## src/design/edmc_pkg.sv

```systemverilog
`timescale 1ns / 1ps
// ---------------------------------------------------------------------------
// edmc_pkg
// Shared types and constants for the encoder distance move controller.
// ---------------------------------------------------------------------------
package edmc_pkg;

	// configuration register indexes
	localparam logic [0:0] CFG_PWM_TOP = 1'd0;
	localparam logic [0:0] CFG_TIMEOUT = 1'd1;

	// request kinds
	localparam logic REQ_CMD  = 1'b0;
	localparam logic REQ_TICK = 1'b1;

	localparam logic [15:0] PWM_TOP_RST = 16'd16000;
	localparam logic [15:0] TIMEOUT_RST = 16'd30000;

	localparam logic [7:0] SPEED_MIN = 8'd5;
	localparam logic [7:0] SPEED_MAX = 8'd100;

	localparam logic [15:0] FWD_LIMIT  = 16'd32768;
	localparam logic [15:0] SPIN_LOW   = 16'd20;
	localparam logic [15:0] SPIN_HIGH  = 16'd65516;
	localparam logic [15:0] TICKS_MAX  = 16'hFFFF;

	// x / 100 == (x * DIV100_MAGIC) >> DIV100_SHIFT for any x below 2**32
	localparam int          PROD_W       = 23;
	localparam int          MAGIC_W      = 31;
	localparam int          SCALED_W     = PROD_W + MAGIC_W;
	localparam int          DIV100_SHIFT = 37;
	localparam logic [30:0] DIV100_MAGIC = 31'd1374389535;

	typedef enum logic [1:0] {
		PH_IDLE  = 2'd0,
		PH_CLEAR = 2'd1,
		PH_DRIVE = 2'd2,
		PH_STOP  = 2'd3
	} phase_t;

	typedef enum logic [1:0] {
		DIR_FWD    = 2'd0,
		DIR_BACK   = 2'd1,
		DIR_SPIN_L = 2'd2,
		DIR_SPIN_R = 2'd3
	} dir_t;

	typedef struct packed {
		logic        req_type;
		logic [1:0]  move_dir;
		logic [7:0]  drive_speed;
		logic [15:0] move_distance;
		logic [15:0] encoder_count;
	} item_t;

	// state after one transaction, as needed to build its result
	typedef struct packed {
		phase_t      phase;
		dir_t        dir;
		logic [6:0]  speed;
		logic        done;
		logic [15:0] last_moved;
		logic [15:0] pwm_top;
	} snap_t;

endpackage

```

## src/design/edmc_req_if.sv

```systemverilog
`timescale 1ns / 1ps
// ---------------------------------------------------------------------------
// edmc_req_if
// Request channel: move commands and encoder ticks.
// ---------------------------------------------------------------------------
interface edmc_req_if;
	logic        valid;
	logic        ready;
	logic        req_type;
	logic [1:0]  move_dir;
	logic [7:0]  drive_speed;
	logic [15:0] move_distance;
	logic [15:0] encoder_count;

	modport source (
		output valid, req_type, move_dir, drive_speed, move_distance, encoder_count,
		input  ready
	);
	modport sink (
		input  valid, req_type, move_dir, drive_speed, move_distance, encoder_count,
		output ready
	);
endinterface

```

## src/design/edmc_res_if.sv

```systemverilog
`timescale 1ns / 1ps
// ---------------------------------------------------------------------------
// edmc_res_if
// Result channel: PWM compares, flags and move status.
// ---------------------------------------------------------------------------
interface edmc_res_if;
	logic        valid;
	logic        ready;
	logic [15:0] left_fwd_compare;
	logic [15:0] left_rev_compare;
	logic [15:0] right_fwd_compare;
	logic [15:0] right_rev_compare;
	logic [3:0]  invert_flags;
	logic        clear_request;
	logic        move_done;
	logic [15:0] moved_count;
	logic        busy_res;

	modport source (
		output valid, left_fwd_compare, left_rev_compare, right_fwd_compare,
			right_rev_compare, invert_flags, clear_request, move_done, moved_count,
			busy_res,
		input  ready
	);
	modport sink (
		input  valid, left_fwd_compare, left_rev_compare, right_fwd_compare,
			right_rev_compare, invert_flags, clear_request, move_done, moved_count,
			busy_res,
		output ready
	);
endinterface

```

## src/design/encoder_distance_move_controller.sv

```systemverilog
`timescale 1ns / 1ps
// ---------------------------------------------------------------------------
// encoder_distance_move_controller
// Two-wheel move sequencer with encoder distance stop and PWM compare output.
// ---------------------------------------------------------------------------
//  channel | dir | contents
//  --------+-----+----------------------------------------------------------
//  req     | in  | command or tick: type, direction, speed, distance, count
//  res     | out | four compares, invert flags, clear, done, moved, busy
//  cfg     | in  | write enable, index (0 pwm_top, 1 timeout_ticks), data
//
// One transaction accepted per cycle while req.ready is high.
// Move state updates at acceptance; the product stage and the result register
// behind it each hold one transaction, and req.ready drops only when both are
// full and res is stalled. Reset: idle phase, pwm_top 16000, timeout 30000.
// ---------------------------------------------------------------------------
module encoder_distance_move_controller (
	input  logic        clk,
	input  logic        arst_n,
	input  logic        cfg_we,
	input  logic [0:0]  cfg_index,
	input  logic [15:0] cfg_data,
	edmc_req_if.sink    req,
	edmc_res_if.source  res
);

	edmc_pkg::item_t item;
	edmc_pkg::snap_t snap;
	logic            can_take;
	logic            take;

	assign req.ready = can_take;
	assign take      = req.valid && can_take;

	always_comb begin
		item.req_type      = req.req_type;
		item.move_dir      = req.move_dir;
		item.drive_speed   = req.drive_speed;
		item.move_distance = req.move_distance;
		item.encoder_count = req.encoder_count;
	end

	edmc_seq u_seq (
		.clk       (clk),
		.arst_n    (arst_n),
		.cfg_we    (cfg_we),
		.cfg_index (cfg_index),
		.cfg_data  (cfg_data),
		.take      (take),
		.item      (item),
		.snap      (snap)
	);

	edmc_drive u_drive (
		.clk      (clk),
		.arst_n   (arst_n),
		.take     (take),
		.snap     (snap),
		.can_take (can_take),
		.res      (res)
	);

endmodule

```

## src/design/edmc_seq.sv

```systemverilog
`timescale 1ns / 1ps
// ---------------------------------------------------------------------------
// edmc_seq
// Move sequencer: config registers, phase machine, tick counter, stop rules.
// ---------------------------------------------------------------------------
module edmc_seq (
	input  logic           clk,
	input  logic           arst_n,
	input  logic           cfg_we,
	input  logic [0:0]     cfg_index,
	input  logic [15:0]    cfg_data,
	input  logic           take,
	input  edmc_pkg::item_t item,
	output edmc_pkg::snap_t snap
);

	logic [15:0]       pwm_top_q;
	logic [15:0]       timeout_q;
	edmc_pkg::phase_t  phase_q, phase_n;
	edmc_pkg::dir_t    dir_q, dir_n;
	logic [6:0]        speed_q, speed_n;
	logic [15:0]       target_q, target_n;
	logic [15:0]       elapsed_q, elapsed_n;
	logic [15:0]       moved_q, moved_n;
	logic              done;

	logic [7:0]  sp_clamped;
	logic [15:0] cnt;
	logic [15:0] cnt_neg;
	logic [15:0] ticks_inc;
	logic        win;
	logic        tmo;
	logic [15:0] moved;

	always_ff @(posedge clk or negedge arst_n) begin
		if (!arst_n) begin
			pwm_top_q <= edmc_pkg::PWM_TOP_RST;
			timeout_q <= edmc_pkg::TIMEOUT_RST;
		end else if (cfg_we) begin
			case (cfg_index)
				edmc_pkg::CFG_PWM_TOP: pwm_top_q <= cfg_data;
				edmc_pkg::CFG_TIMEOUT: timeout_q <= cfg_data;
				default: ;
			endcase
		end
	end

	always_ff @(posedge clk or negedge arst_n) begin
		if (!arst_n) begin
			phase_q   <= edmc_pkg::PH_IDLE;
			dir_q     <= edmc_pkg::DIR_FWD;
			speed_q   <= '0;
			target_q  <= '0;
			elapsed_q <= '0;
			moved_q   <= '0;
		end else if (take) begin
			phase_q   <= phase_n;
			dir_q     <= dir_n;
			speed_q   <= speed_n;
			target_q  <= target_n;
			elapsed_q <= elapsed_n;
			moved_q   <= moved_n;
		end
	end

	assign cnt     = item.encoder_count;
	assign cnt_neg = 16'(17'h10000 - {1'b0, cnt});

	// saturating tick count as it stands after this tick
	assign ticks_inc = (elapsed_q != edmc_pkg::TICKS_MAX) ? elapsed_q + 16'd1 : elapsed_q;

	always_comb begin
		sp_clamped = item.drive_speed;
		if (sp_clamped > edmc_pkg::SPEED_MAX)
			sp_clamped = edmc_pkg::SPEED_MAX;
		else if (sp_clamped != 8'd0 && sp_clamped < edmc_pkg::SPEED_MIN)
			sp_clamped = edmc_pkg::SPEED_MIN;
	end

	// stop rules against the already incremented tick count
	always_comb begin
		case (dir_q)
			edmc_pkg::DIR_FWD: begin
				win   = (cnt != 16'd0) && (cnt < edmc_pkg::FWD_LIMIT);
				moved = cnt;
				tmo   = ticks_inc >= timeout_q;
			end
			edmc_pkg::DIR_BACK: begin
				win   = cnt > edmc_pkg::FWD_LIMIT;
				moved = cnt_neg;
				tmo   = ticks_inc > timeout_q;
			end
			edmc_pkg::DIR_SPIN_L: begin
				win   = (cnt > edmc_pkg::SPIN_LOW) && (cnt < edmc_pkg::SPIN_HIGH);
				moved = cnt_neg;
				tmo   = ticks_inc > timeout_q;
			end
			default: begin
				win   = (cnt > edmc_pkg::SPIN_LOW) && (cnt < edmc_pkg::SPIN_HIGH);
				moved = cnt;
				tmo   = ticks_inc >= timeout_q;
			end
		endcase
	end

	always_comb begin
		phase_n   = phase_q;
		dir_n     = dir_q;
		speed_n   = speed_q;
		target_n  = target_q;
		elapsed_n = elapsed_q;
		moved_n   = moved_q;
		done      = 1'b0;
		if (item.req_type == edmc_pkg::REQ_CMD) begin
			phase_n   = edmc_pkg::PH_CLEAR;
			dir_n     = edmc_pkg::dir_t'(item.move_dir);
			speed_n   = sp_clamped[6:0];
			target_n  = item.move_distance;
			elapsed_n = '0;
		end else if (phase_q == edmc_pkg::PH_CLEAR || phase_q == edmc_pkg::PH_DRIVE) begin
			elapsed_n = ticks_inc;
			case (phase_q)
				edmc_pkg::PH_CLEAR: begin
					if (cnt == 16'd0)
						phase_n = edmc_pkg::PH_DRIVE;
				end
				default: begin
					if ((win && moved >= target_q) || tmo) begin
						phase_n = edmc_pkg::PH_STOP;
						moved_n = moved;
						done    = 1'b1;
					end
				end
			endcase
		end
	end

	always_comb begin
		snap.phase      = phase_n;
		snap.dir        = dir_n;
		snap.speed      = speed_n;
		snap.done       = done;
		snap.last_moved = moved_n;
		snap.pwm_top    = pwm_top_q;
	end

endmodule

```

## src/design/edmc_drive.sv

```systemverilog
`timescale 1ns / 1ps
// ---------------------------------------------------------------------------
// edmc_drive
// Compare generation: speed product stage, divide by 100 and channel
// selection into the result register.
// ---------------------------------------------------------------------------
module edmc_drive (
	input  logic            clk,
	input  logic            arst_n,
	input  logic            take,
	input  edmc_pkg::snap_t snap,
	output logic            can_take,
	edmc_res_if.source      res
);

	logic                        valid_s1;
	edmc_pkg::snap_t             snap_s1;
	logic [edmc_pkg::PROD_W-1:0] prod_s1;

	logic        out_valid_q;
	logic [15:0] cmp_q [4];
	logic [3:0]  inv_q;
	logic        clear_q;
	logic        done_q;
	logic [15:0] moved_q;
	logic        busy_q;

	logic                          out_free;
	logic [edmc_pkg::SCALED_W-1:0] scaled;
	logic [15:0]                   duty;
	logic [15:0]                   raw [4];
	logic [15:0]                   cmp [4];
	logic [3:0]                    inv;

	assign out_free = !out_valid_q || res.ready;
	assign can_take = !valid_s1 || out_free;

	always_ff @(posedge clk or negedge arst_n) begin
		if (!arst_n) begin
			valid_s1    <= 1'b0;
			out_valid_q <= 1'b0;
		end else begin
			if (can_take)
				valid_s1 <= take;
			if (out_free)
				out_valid_q <= valid_s1;
		end
	end

	always_ff @(posedge clk) begin
		if (can_take && take) begin
			snap_s1 <= snap;
			prod_s1 <= edmc_pkg::PROD_W'(snap.pwm_top * snap.speed);
		end
	end

	assign scaled = edmc_pkg::SCALED_W'(prod_s1) * edmc_pkg::SCALED_W'(edmc_pkg::DIV100_MAGIC);
	assign duty   = scaled[edmc_pkg::DIV100_SHIFT +: 16];

	// channel order: left fwd, left rev, right fwd, right rev
	always_comb begin
		for (int i = 0; i < 4; i++)
			raw[i] = 16'd0;
		case (snap_s1.phase)
			edmc_pkg::PH_STOP: begin
				for (int i = 0; i < 4; i++)
					raw[i] = snap_s1.pwm_top;
			end
			edmc_pkg::PH_DRIVE: begin
				if (snap_s1.speed == 7'd0) begin
					for (int i = 0; i < 4; i++)
						raw[i] = snap_s1.pwm_top;
				end else begin
					case (snap_s1.dir)
						edmc_pkg::DIR_FWD: begin
							raw[0] = duty;
							raw[2] = duty;
						end
						edmc_pkg::DIR_BACK: begin
							raw[1] = duty;
							raw[3] = duty;
						end
						edmc_pkg::DIR_SPIN_L: begin
							raw[1] = duty;
							raw[2] = duty;
						end
						default: begin
							raw[0] = duty;
							raw[3] = duty;
						end
					endcase
				end
			end
			default: ;
		endcase
		// zero duty is sent as a full count with the output inverted
		for (int i = 0; i < 4; i++) begin
			cmp[i] = raw[i];
			inv[i] = 1'b0;
			if (raw[i] == 16'd0) begin
				cmp[i] = snap_s1.pwm_top;
				inv[i] = 1'b1;
			end
		end
	end

	always_ff @(posedge clk) begin
		if (out_free && valid_s1) begin
			for (int i = 0; i < 4; i++)
				cmp_q[i] <= cmp[i];
			inv_q   <= inv;
			clear_q <= snap_s1.phase == edmc_pkg::PH_CLEAR;
			busy_q  <= snap_s1.phase == edmc_pkg::PH_CLEAR
				|| snap_s1.phase == edmc_pkg::PH_DRIVE;
			done_q  <= snap_s1.done;
			moved_q <= snap_s1.last_moved;
		end
	end

	assign res.valid             = out_valid_q;
	assign res.left_fwd_compare  = cmp_q[0];
	assign res.left_rev_compare  = cmp_q[1];
	assign res.right_fwd_compare = cmp_q[2];
	assign res.right_rev_compare = cmp_q[3];
	assign res.invert_flags      = inv_q;
	assign res.clear_request     = clear_q;
	assign res.move_done         = done_q;
	assign res.moved_count       = moved_q;
	assign res.busy_res          = busy_q;

endmodule

```

## src/flat_wrapper.sv

```systemverilog
// flat-port wrapper written by rule: the top's interface ports become plain ports
module encoder_distance_move_controller_flat 
  (clk, arst_n, cfg_we, cfg_index, cfg_data, req_valid, req_req_type, req_move_dir, req_drive_speed, req_move_distance, req_encoder_count, req_ready, res_valid, res_left_fwd_compare, res_left_rev_compare, res_right_fwd_compare, res_right_rev_compare, res_invert_flags, res_clear_request, res_move_done, res_moved_count, res_busy_res, res_ready);
  edmc_req_if req_i ();
  edmc_res_if res_i ();
  input  logic clk;
  input  logic arst_n;
  input  logic cfg_we;
  input  logic [0:0] cfg_index;
  input  logic [15:0] cfg_data;
  input wire logic [$bits(req_i.valid)-1:0] req_valid;
  input wire logic [$bits(req_i.req_type)-1:0] req_req_type;
  input wire logic [$bits(req_i.move_dir)-1:0] req_move_dir;
  input wire logic [$bits(req_i.drive_speed)-1:0] req_drive_speed;
  input wire logic [$bits(req_i.move_distance)-1:0] req_move_distance;
  input wire logic [$bits(req_i.encoder_count)-1:0] req_encoder_count;
  output wire logic [$bits(req_i.ready)-1:0] req_ready;
  output wire logic [$bits(res_i.valid)-1:0] res_valid;
  output wire logic [$bits(res_i.left_fwd_compare)-1:0] res_left_fwd_compare;
  output wire logic [$bits(res_i.left_rev_compare)-1:0] res_left_rev_compare;
  output wire logic [$bits(res_i.right_fwd_compare)-1:0] res_right_fwd_compare;
  output wire logic [$bits(res_i.right_rev_compare)-1:0] res_right_rev_compare;
  output wire logic [$bits(res_i.invert_flags)-1:0] res_invert_flags;
  output wire logic [$bits(res_i.clear_request)-1:0] res_clear_request;
  output wire logic [$bits(res_i.move_done)-1:0] res_move_done;
  output wire logic [$bits(res_i.moved_count)-1:0] res_moved_count;
  output wire logic [$bits(res_i.busy_res)-1:0] res_busy_res;
  input wire logic [$bits(res_i.ready)-1:0] res_ready;
  assign req_i.valid = req_valid;
  assign req_i.req_type = req_req_type;
  assign req_i.move_dir = req_move_dir;
  assign req_i.drive_speed = req_drive_speed;
  assign req_i.move_distance = req_move_distance;
  assign req_i.encoder_count = req_encoder_count;
  assign req_ready = req_i.ready;
  assign res_valid = res_i.valid;
  assign res_left_fwd_compare = res_i.left_fwd_compare;
  assign res_left_rev_compare = res_i.left_rev_compare;
  assign res_right_fwd_compare = res_i.right_fwd_compare;
  assign res_right_rev_compare = res_i.right_rev_compare;
  assign res_invert_flags = res_i.invert_flags;
  assign res_clear_request = res_i.clear_request;
  assign res_move_done = res_i.move_done;
  assign res_moved_count = res_i.moved_count;
  assign res_busy_res = res_i.busy_res;
  assign res_i.ready = res_ready;
  encoder_distance_move_controller u_core (.clk(clk), .arst_n(arst_n), .cfg_we(cfg_we), .cfg_index(cfg_index), .cfg_data(cfg_data), .req(req_i), .res(res_i));
endmodule
```

## config.mk

```make
export PLATFORM = sky130hd
export DESIGN_NAME = encoder_distance_move_controller_flat
export DESIGN_NICKNAME = d
export VERILOG_FILES = /design/src/design/edmc_pkg.sv /design/src/design/edmc_req_if.sv /design/src/design/edmc_res_if.sv /design/src/design/encoder_distance_move_controller.sv /design/src/design/edmc_seq.sv /design/src/design/edmc_drive.sv /design/src/flat_wrapper.sv
export SDC_FILE = /design/constraint.sdc
export NUM_CORES = 1
export LEC_CHECK = 0
export ABC_AREA = 1
export BUFFER_PORTS_ARGS = -buffer_cell sky130_fd_sc_hd__buf_2
export CAP_MARGIN = 20
export CORE_ASPECT_RATIO = 0.5
export CORE_UTILIZATION = 35
export CTS_CLUSTER_DIAMETER = 200
export DETAILED_ROUTE_END_ITERATION = 7
export PLACE_DENSITY = 0.59
export SLEW_MARGIN = 20
export SYNTH_ARGS = -nofsm -noshare
export SYNTH_HDL_FRONTEND = slang
export SYNTH_SLANG_ARGS = --single-unit
```

## constraint.sdc

```tcl
create_clock -name clk -period 8.25 [get_ports clk]
set_input_delay 0.4125 -clock clk [delete_from_list [all_inputs] [get_ports clk]]
set_output_delay 0.4125 -clock clk [all_outputs]
set_load 0.05 [all_outputs]
```

==> results of run 1 <==
## worst max path at each step
| stage | start | endpoint | slack [ps] | cells past startpoint |
|---|---|---|---|---|
| detailed placement | u_core.u_drive.prod_s1[20] | u_core.u_drive.cmp_q[0][0] | 430 | 33 |
| floorplan | u_core.u_drive.prod_s1[20] | u_core.u_drive.cmp_q[1][10] | 1560 | 35 |
| global route | u_core.u_drive.prod_s1[20] | u_core.u_drive.cmp_q[3][8] | -0.1 | 34 |
| finish | u_core.u_drive.prod_s1[20] | u_core.u_drive.cmp_q[2][11] | 530 | 31 |
| global placement | u_core.u_drive.prod_s1[20] | u_core.u_drive.cmp_q[0][1] | 430 | 34 |
| CTS | u_core.u_drive.prod_s1[20] | u_core.u_drive.cmp_q[0][0] | 440 | 33 |
## kinds of logic (layout without fill, tap and decap cells)
kind of cell	Yosys count	in the layout	synth area share [%]
and+or+nand+nor	1324	1324	19.4
AOI/OAI and AO/OA	304	304	5.80
DFF	247	247	24.3
adders and majority gates	649	649	36.5
buffers and inverters	932	1113	12.5
xor gates and xnor gates	47	47	1.44
## synthesized netlist by cell type, types with 4 or more instances
cell        n  share of area, %
inv_1     860                11
nand2_1   823                11
ha_1      337                15
fa_1      312                22
nor2_1    197               2.6
nand3_1   190               3.3
edfxtp_1  154                16
o21ai_0   140               2.4
a21oi_1   102               1.8
dfrtp_1    80               7.0
xor2_1     32              0.98
clkbuf_1   30              0.39
nand4_1    30              0.65
nor3_1     26              0.45
nand2_2    18              0.39
o21a_1     17              0.45
xnor2_1    15              0.46
dfstp_2    13               1.2
nor2_4     12              0.47
o21bai_1   12              0.31
inv_2      11              0.14
o22ai_1    11              0.24
buf_1       7             0.092
buf_6       7              0.28
a31oi_1     6              0.13
buf_4       6              0.16
nor4_1      6              0.13
buf_2       4             0.070
nor2_2      4             0.087
nor3_2      4              0.14
o31ai_1     4              0.10
## metrics by stage
stage	cells	setup slack (ps)	utilization, %	area [um^2]
6_report	4771	526	39.8	32000
5_1_grt	4771	-0.142	39.8	32000
4_1_cts	4765	436	39.7	31800
3_5_place_dp	4710	426	38.3	30700
3_3_place_gp	4710	432	38.3	30700
2_1_floorplan	3503	1560	-	28700
## per-layer routing
metal	GRT usage, %	vias up	part of all wire (%)
met5	0	-	0.015
met4	3.06	2	1.4
met3	3.55	86	6.9
met2	33.4	624	44
met1	30.3	11100	47
li1	-	11100	-
## timing repair
item	4_1_cts	5_1_grt
buffers inserted	0	6
hold endpoints to repair	37	0
setup endpoints to repair	0	61
hold buffers	1	0
## final cells by class
| cell class | instances | area (um^2) | share of cell area (%) |
|---|---|---|---|
| flip-flops and latches | 247 | 6970 | 21.8 |
| inverters | 873 | 3280 | 10.3 |
| clock buffers | 39 | 881 | 2.76 |
| well taps | 1087 | 1360 | 4.26 |
| clock inverters | 15 | 259 | 0.811 |
| multi-input cells | 2324 | 18100 | 56.7 |
| repair buffers | 186 | 1090 | 3.42 |
## critical path, delay by kind of cell (launching register included)
kind | cells | cell delay (ps)
flip-flops | 1 | 510
AND/OR/NAND/NOR | 12 | 1660
AO/OA/AOI/OAI | 3 | 660
adder cells (fa/ha/maj) | 8 | 4200
buffers and inverters | 8 | 550
==> metrics.cfg, run 1 <==
[job]
cap_violations=0

[worst_setup_path]
critPathLaunchType=flop
cp.arrival_ps=8170
crit_top_cell=inv_1
r2r-end=u_core.u_drive.cmp_q[2][11]
cp.required_ps=8700
crit_path_top_delay_cell=fa_1
end_kind=flop
worstSetupPathType=reg -> reg
rrSetupSlack_ps=530
crit_fanout=17
cpPeakStageDelay_ps=700
worstRegToRegCells=31
r2r_start=u_core.u_drive.prod_s1[20]

[floorplanning]
num_rows=73
start_util_pct=35.7
fp.coreArea_um2=80200
dieHeight_um=204
dieArea_um2=83100
io_pins=154
die_w_um=407

[clock_tree]
clkTransAtPathRegs_ps=70
cts_resized=0
ctsHtreeMaxLevel=1
clock_sinks=247
worstSkewPairLatency_ps=580
cts_buffers=29
cts_max_path_buffers=3
clockRootBuffer=clkbuf_16
cts_tree=built

[synthesis]
syn-cell-area_um2=28700
avgSynthCellArea_um2=8.18
netlist_instances=3503
synth_edf_count=154
synth_seq_cells=247
syn_nets=4217
yosys_warnings=0
ys_types=48
synth-main-ff-cell=edfxtp_1
async_reset_ff_share_pct=37.7
ys_seq_area_share_pct=24.3

[finish]
top_register=u_core.u_drive.cmp_q
top_regs=u_core.u_drive.cmp_q: 64 flops, u_core.u_drive.snap_s1: 44 flops, u_core.u_drive.prod_s1: 23 flops
fin_nets=4375
diodes=0
drive_above_1_share_pct=8.50
fill_cells=8237
layout-area-overhead-vs-synth_pct=11.5
largest_reg_flops=64
final_common_cell=inv_1
most-common-layout-cells=inv_1 (860), nand2_1 (823), ha_1 (337), fa_1 (312), nor2_1 (195)

[sta]
hold_slack_ps=41.8
hold_viol=0
fmax_mhz=129
tns_ps=0
slew_headroom_pct=30.8
setup_viol=0
finalMaxSlewViolations=0
tightest_slew_ps=1040
post-route-min-period_ps=7720
timing.final.crit_share_pct=93.6
finClkSkew_ps=13.8

[placement]
place_hpwl_um=73200
io_buffers=153
gp_congestion=0.965

[global_route]
grt_pass1_wl_um=133000
grt_pass1_vias=23100
grt_max_degree=81
antenna_found_initial=1
grt_usage_pct=21.0
grt.overflow.total=0

[routing]
viasPerCell=4.81
num_vias=22900
antenna_left=0
wl_um=86100
dr.pass1.iters=5
initialDrtViolationCount=1693
drc=0
wire_per_inst_um=18.1

[min_path]
worstHoldStart=req_move_distance[11]
hold_path_depth=3
hold_class=in -> reg
hold_end=u_core.u_seq.target_q[11]

[outcome]
status=finished, final reports clean

Power of run 1 is not shown: default switching activity piles up to over one toggle a cycle in this logic, so the estimate is an artifact.
==> run 2: changes to the inputs <==
Settings changed: PLACE_DENSITY 0.59 to default.
==> metrics.cfg, run 2 (synthesized netlist as in run 1, its figures left out) <==
[placement]
io_buffers=153
place_hpwl_um=72500
gp_congestion=0.980

[min_path]
hold_class=in -> reg

[floorplanning]
dieArea_um2=83100
io_pins=154
die_w_um=407
dieHeight_um=204
num_rows=73
fp.coreArea_um2=80200
start_util_pct=35.7

[finish]
fin_nets=4366
most-common-layout-cells=inv_1 (860), nand2_1 (823), ha_1 (337), fa_1 (312), nor2_1 (195)
largest_reg_flops=64
fill_cells=8211
top_regs=u_core.u_drive.cmp_q: 64 flops, u_core.u_drive.snap_s1: 44 flops, u_core.u_drive.prod_s1: 23 flops
top_register=u_core.u_drive.cmp_q
layout-area-overhead-vs-synth_pct=10.2
multi_input_area_um2=18100
area.sequential_um2=6970
drive_above_1_share_pct=7.95
final_common_cell=inv_1

[sta]
post-route-min-period_ps=7770
slew_headroom_pct=31.1
hold_viol=0
tns_ps=0
finalMaxSlewViolations=0
fmax_mhz=129
rsz0062_at_grt=false
timing.final.crit_share_pct=94.2
finClkSkew_ps=21.3
setup_viol=0
tightest_slew_ps=1030

[routing]
drc=0
initialDrtViolationCount=1789
antenna_left=0
viasPerCell=4.82
dr.pass1.iters=5
num_vias=23000
wire_per_inst_um=17.9
wl_um=85100

[worst_setup_path]
cp_top_family=adder cells
critPathLaunchType=flop
crit_top_cell=inv_1
worstSetupPathType=reg -> reg
critPathBufInv=8
end_kind=flop
cp.required_ps=8690
crit_fanout=17
cpPeakStageDelay_ps=690
crit_path_top_delay_cell=fa_1
cp.arrival_ps=8220

[clock_tree]
cts_max_path_buffers=3
cts_resized=0
cts_buffers=28
ctsHtreeMaxLevel=1
cts_tree=built
clock_sinks=247
clockRootBuffer=clkbuf_16
worstSkewPairLatency_ps=590
clkTransAtPathRegs_ps=80

[job]
cap_violations=0

[global_route]
antenna_found_initial=3
grt_usage_pct=20.7
grt_pass1_vias=23300
grt_max_degree=81
grt.overflow.total=0
grt_pass1_wl_um=132000

[outcome]
status=finished, final reports clean

run 2: cell types whose count changed in the layout (fill, tap and decap cells not counted), moves of 2 or more:
cell / change
clkinv_1: +7
clkbuf_1: +3
buf_12: -6
clkbuf_8: -5
buf_4: -2
bufinv_16: -4
clkbuf_16: -4
run 2: per-stage QoR:
step | hold WS [ps] | worst slack (ps) | instance area (um^2) | instances | util (%)
2_1_floorplan | 117 | 1560 | 28700 | 3503 | -
3_3_place_gp | 405 | 693 | 30700 | 4708 | 38.2
3_5_place_dp | 405 | 619 | 30700 | 4708 | 38.2
4_1_cts | 10.7 | 593 | 31600 | 4760 | 39.4
5_1_grt | 19.9 | 47.2 | 31600 | 4760 | 39.4
6_report | 41.1 | 475 | 31600 | 4761 | 39.4
run 2: area by class of cell:
cell class,instances,share of cell area [%]
multi-input combinational,2324,57.4
sequential,247,22.1
inverter,873,10.4
tap,1087,4.31
timing repair buffer,178,3.04
clock buffer,32,2.27
clock inverter,19,0.567
antenna,1,0.00792
run 2: final timing paths:
| check | to | slack [ps] | startpoint | cells past startpoint |
|---|---|---|---|---|
| worst max-delay path | u_core.u_drive.cmp_q[3][1] | 480 | u_core.u_drive.prod_s1[20] | 29 |
| worst min-delay path | u_core.u_seq.target_q[12] | 40 | req_move_distance[12] | 3 |
| max in group asynchronous | u_core.u_seq.elapsed_q[0] | 6750 | arst_n | 3 |
| min in group asynchronous | u_core.u_seq.moved_q[3] | 360 | arst_n | 2 |
| worst min register to register | u_core.u_drive.res.moved_count[12] | 420 | u_core.u_drive.snap_s1[28] | 0 |
| worst max register to register | u_core.u_drive.cmp_q[3][1] | 480 | u_core.u_drive.prod_s1[20] | 29 |
run 2: what timing repair did:
item / in CTS / in global routing
setup buffers: 0 / 0
hold buffers: 1 / 0
endpoints found under the hold margin: 36 / 0
run 2: tightest hold or removal path, delay by kind of cell:
kind / cells / cell delay [ps]
AO/OA/AOI/OAI: 1 / 60
AND/OR/NAND/NOR: 1 / 40
buffers and inverters: 1 / 70
run 2: layer usage:
metal	wire length, um	GRT usage (%)	vias up
met5	13	0	-
met4	2270	5.09	2
met3	6600	4.59	113
li1	-	-	11100
met1	39300	28.9	11100
met2	36900	32.5	651
Power of run 2 is left out for the same reason.
==> run 3: changes to the inputs <==
Settings changed: CORE_UTILIZATION 35 to 58, PLACE_DENSITY from default to 0.76.
==> metrics.cfg, run 3 (synthesized netlist as in run 1, its figures left out) <==
[outcome]
status=finished, final reports clean

[worst_setup_path]
end_kind=flop
critPathBufInv=6
cp_top_family=adder cells
rrSetupSlack_ps=460
crit_fanout=17
cpPeakStageDelay_ps=730
cp.arrival_ps=8220
crit_path_top_delay_cell=fa_1
r2r-end=u_core.u_drive.cmp_q[0][1]
crit_top_cell=nand2_1
worstSetupPathType=reg -> reg
r2r_start=u_core.u_drive.prod_s1[3]
cp.required_ps=8680
critPathLaunchType=flop
worstRegToRegCells=29

[global_route]
grt.overflow.total=0
grt_pass1_vias=23400
grt_pass1_wl_um=129000
grt_usage_pct=33.3
antenna_found_initial=1
grt_max_degree=84

[placement]
gp_congestion=1.00
place_hpwl_um=68500
io_buffers=153
placed_area_um2=30100
dpl.cell_count=4269

[routing]
wl_um=81800
initialDrtViolationCount=2223
wire_per_inst_um=18.9
num_vias=23200
antenna_left=0
drc=0
dr.pass1.iters=6
viasPerCell=5.38

[finish]
top_register=u_core.u_drive.cmp_q
drive_above_1_share_pct=8.12
final_cell_area_um2=31200
diodes=0
layout-area-overhead-vs-synth_pct=8.78
final_common_cell=inv_1
area.sequential_um2=6970
multi_input_area_um2=18100
fill_cells=4141
fin_nets=4365
final_cell_count_no_fill=4320
top_regs=u_core.u_drive.cmp_q: 64 flops, u_core.u_drive.snap_s1: 44 flops, u_core.u_drive.prod_s1: 23 flops
largest_reg_flops=64
most-common-layout-cells=inv_1 (860), nand2_1 (823), ha_1 (337), fa_1 (312), nor2_1 (195)

[clock_tree]
cts_max_path_buffers=3
clockRootBuffer=clkbuf_16
clkTransAtPathRegs_ps=70
clock_sinks=247
worstSkewPairLatency_ps=580
cts_resized=0
cts_buffers=26
cts_tree=built
ctsHtreeMaxLevel=1

[min_path]
hold_end=u_core.u_seq.target_q[9]
hold_class=in -> reg
worstHoldStart=req_move_distance[9]
hold_path_depth=3

[sta]
setup_viol=0
timing.final.crit_share_pct=94.5
fmax_mhz=128
slew_headroom_pct=36.8
finalMaxSlewViolations=0
finClkSkew_ps=27.0
tns_ps=0
post-route-min-period_ps=7790
tightest_slew_ps=949
hold_viol=0
rsz0062_at_grt=false

[floorplanning]
fp.coreArea_um2=48600
die_w_um=316
dieArea_um2=50300
dieHeight_um=159
start_util_pct=58.9
num_rows=57
io_pins=154

[job]
cap_violations=0

-- run 3: cell count changes in the layout (fill, tap and decap cells not counted), sizes merged --
cell,change
bufinv,+5
clkbuf,-5
clkinv,-5
buf,+1
clkinvlp,+1
diode,-1
inv,+1
-- run 3: worst reg2reg max path, delay by kind of cell (launching register included) --
family          cells  cell delay, ps
fa+ha+maj           8            4120
flops               1             670
compound gates      1             220
simple gates       14            2210
buf+inv             6             450
-- run 3: how the worst max path moves through the flow --
stage | from | endpoint | slack (ps) | depth (start not counted)
2_1_floorplan | u_core.u_drive.prod_s1[20] | u_core.u_drive.cmp_q[1][10] | 1560 | 35
3_3_place_gp | u_core.u_drive.prod_s1[3] | u_core.u_drive.res.invert_flags[3] | 710 | 28
3_5_place_dp | u_core.u_drive.prod_s1[20] | u_core.u_drive.cmp_q[3][15] | 590 | 32
4_1_cts | u_core.u_drive.prod_s1[20] | u_core.u_drive.cmp_q[3][10] | 570 | 33
5_1_grt | u_core.u_drive.prod_s1[20] | u_core.u_drive.cmp_q[1][6] | 10 | 33
6_report | u_core.u_drive.prod_s1[3] | u_core.u_drive.cmp_q[0][1] | 460 | 29
-- run 3: layout make-up --
type	count	area share, %
Tap cell	649	2.61
Clock buffer	27	2.10
Multi-Input combinational cell	2324	58.1
Clock inverter	21	1.08
Timing Repair Buffer	179	3.20
Sequential cell	247	22.4
Inverter	873	10.5
-- run 3: per-layer routing --
layer,GRT usage [%],up-vias,part of all wire (%)
met1,47.7,11100,44
li1,-,11100,-
met4,7.26,0,2.3
met2,53.0,949,45
met3,6.04,119,9.1
met5,0,-,0
-- run 3: stage by stage --
step	setup slack [ps]	util (%)	hold slack [ps]
2_1_floorplan	1560	-	117
3_5_place_dp	593	61.9	381
5_1_grt	9.51	64.1	35.2
3_3_place_gp	710	61.9	379
4_1_cts	566	64.0	24.1
6_report	457	64.1	51.9
-- run 3: what timing repair did --
item | in CTS | in global routing
hold buffers | 1 | 0
setup endpoints to repair | 0 | 2
endpoints found under the hold margin | 20 | 0
buffers inserted | 0 | 1
Power of run 3 is left out for the same reason.
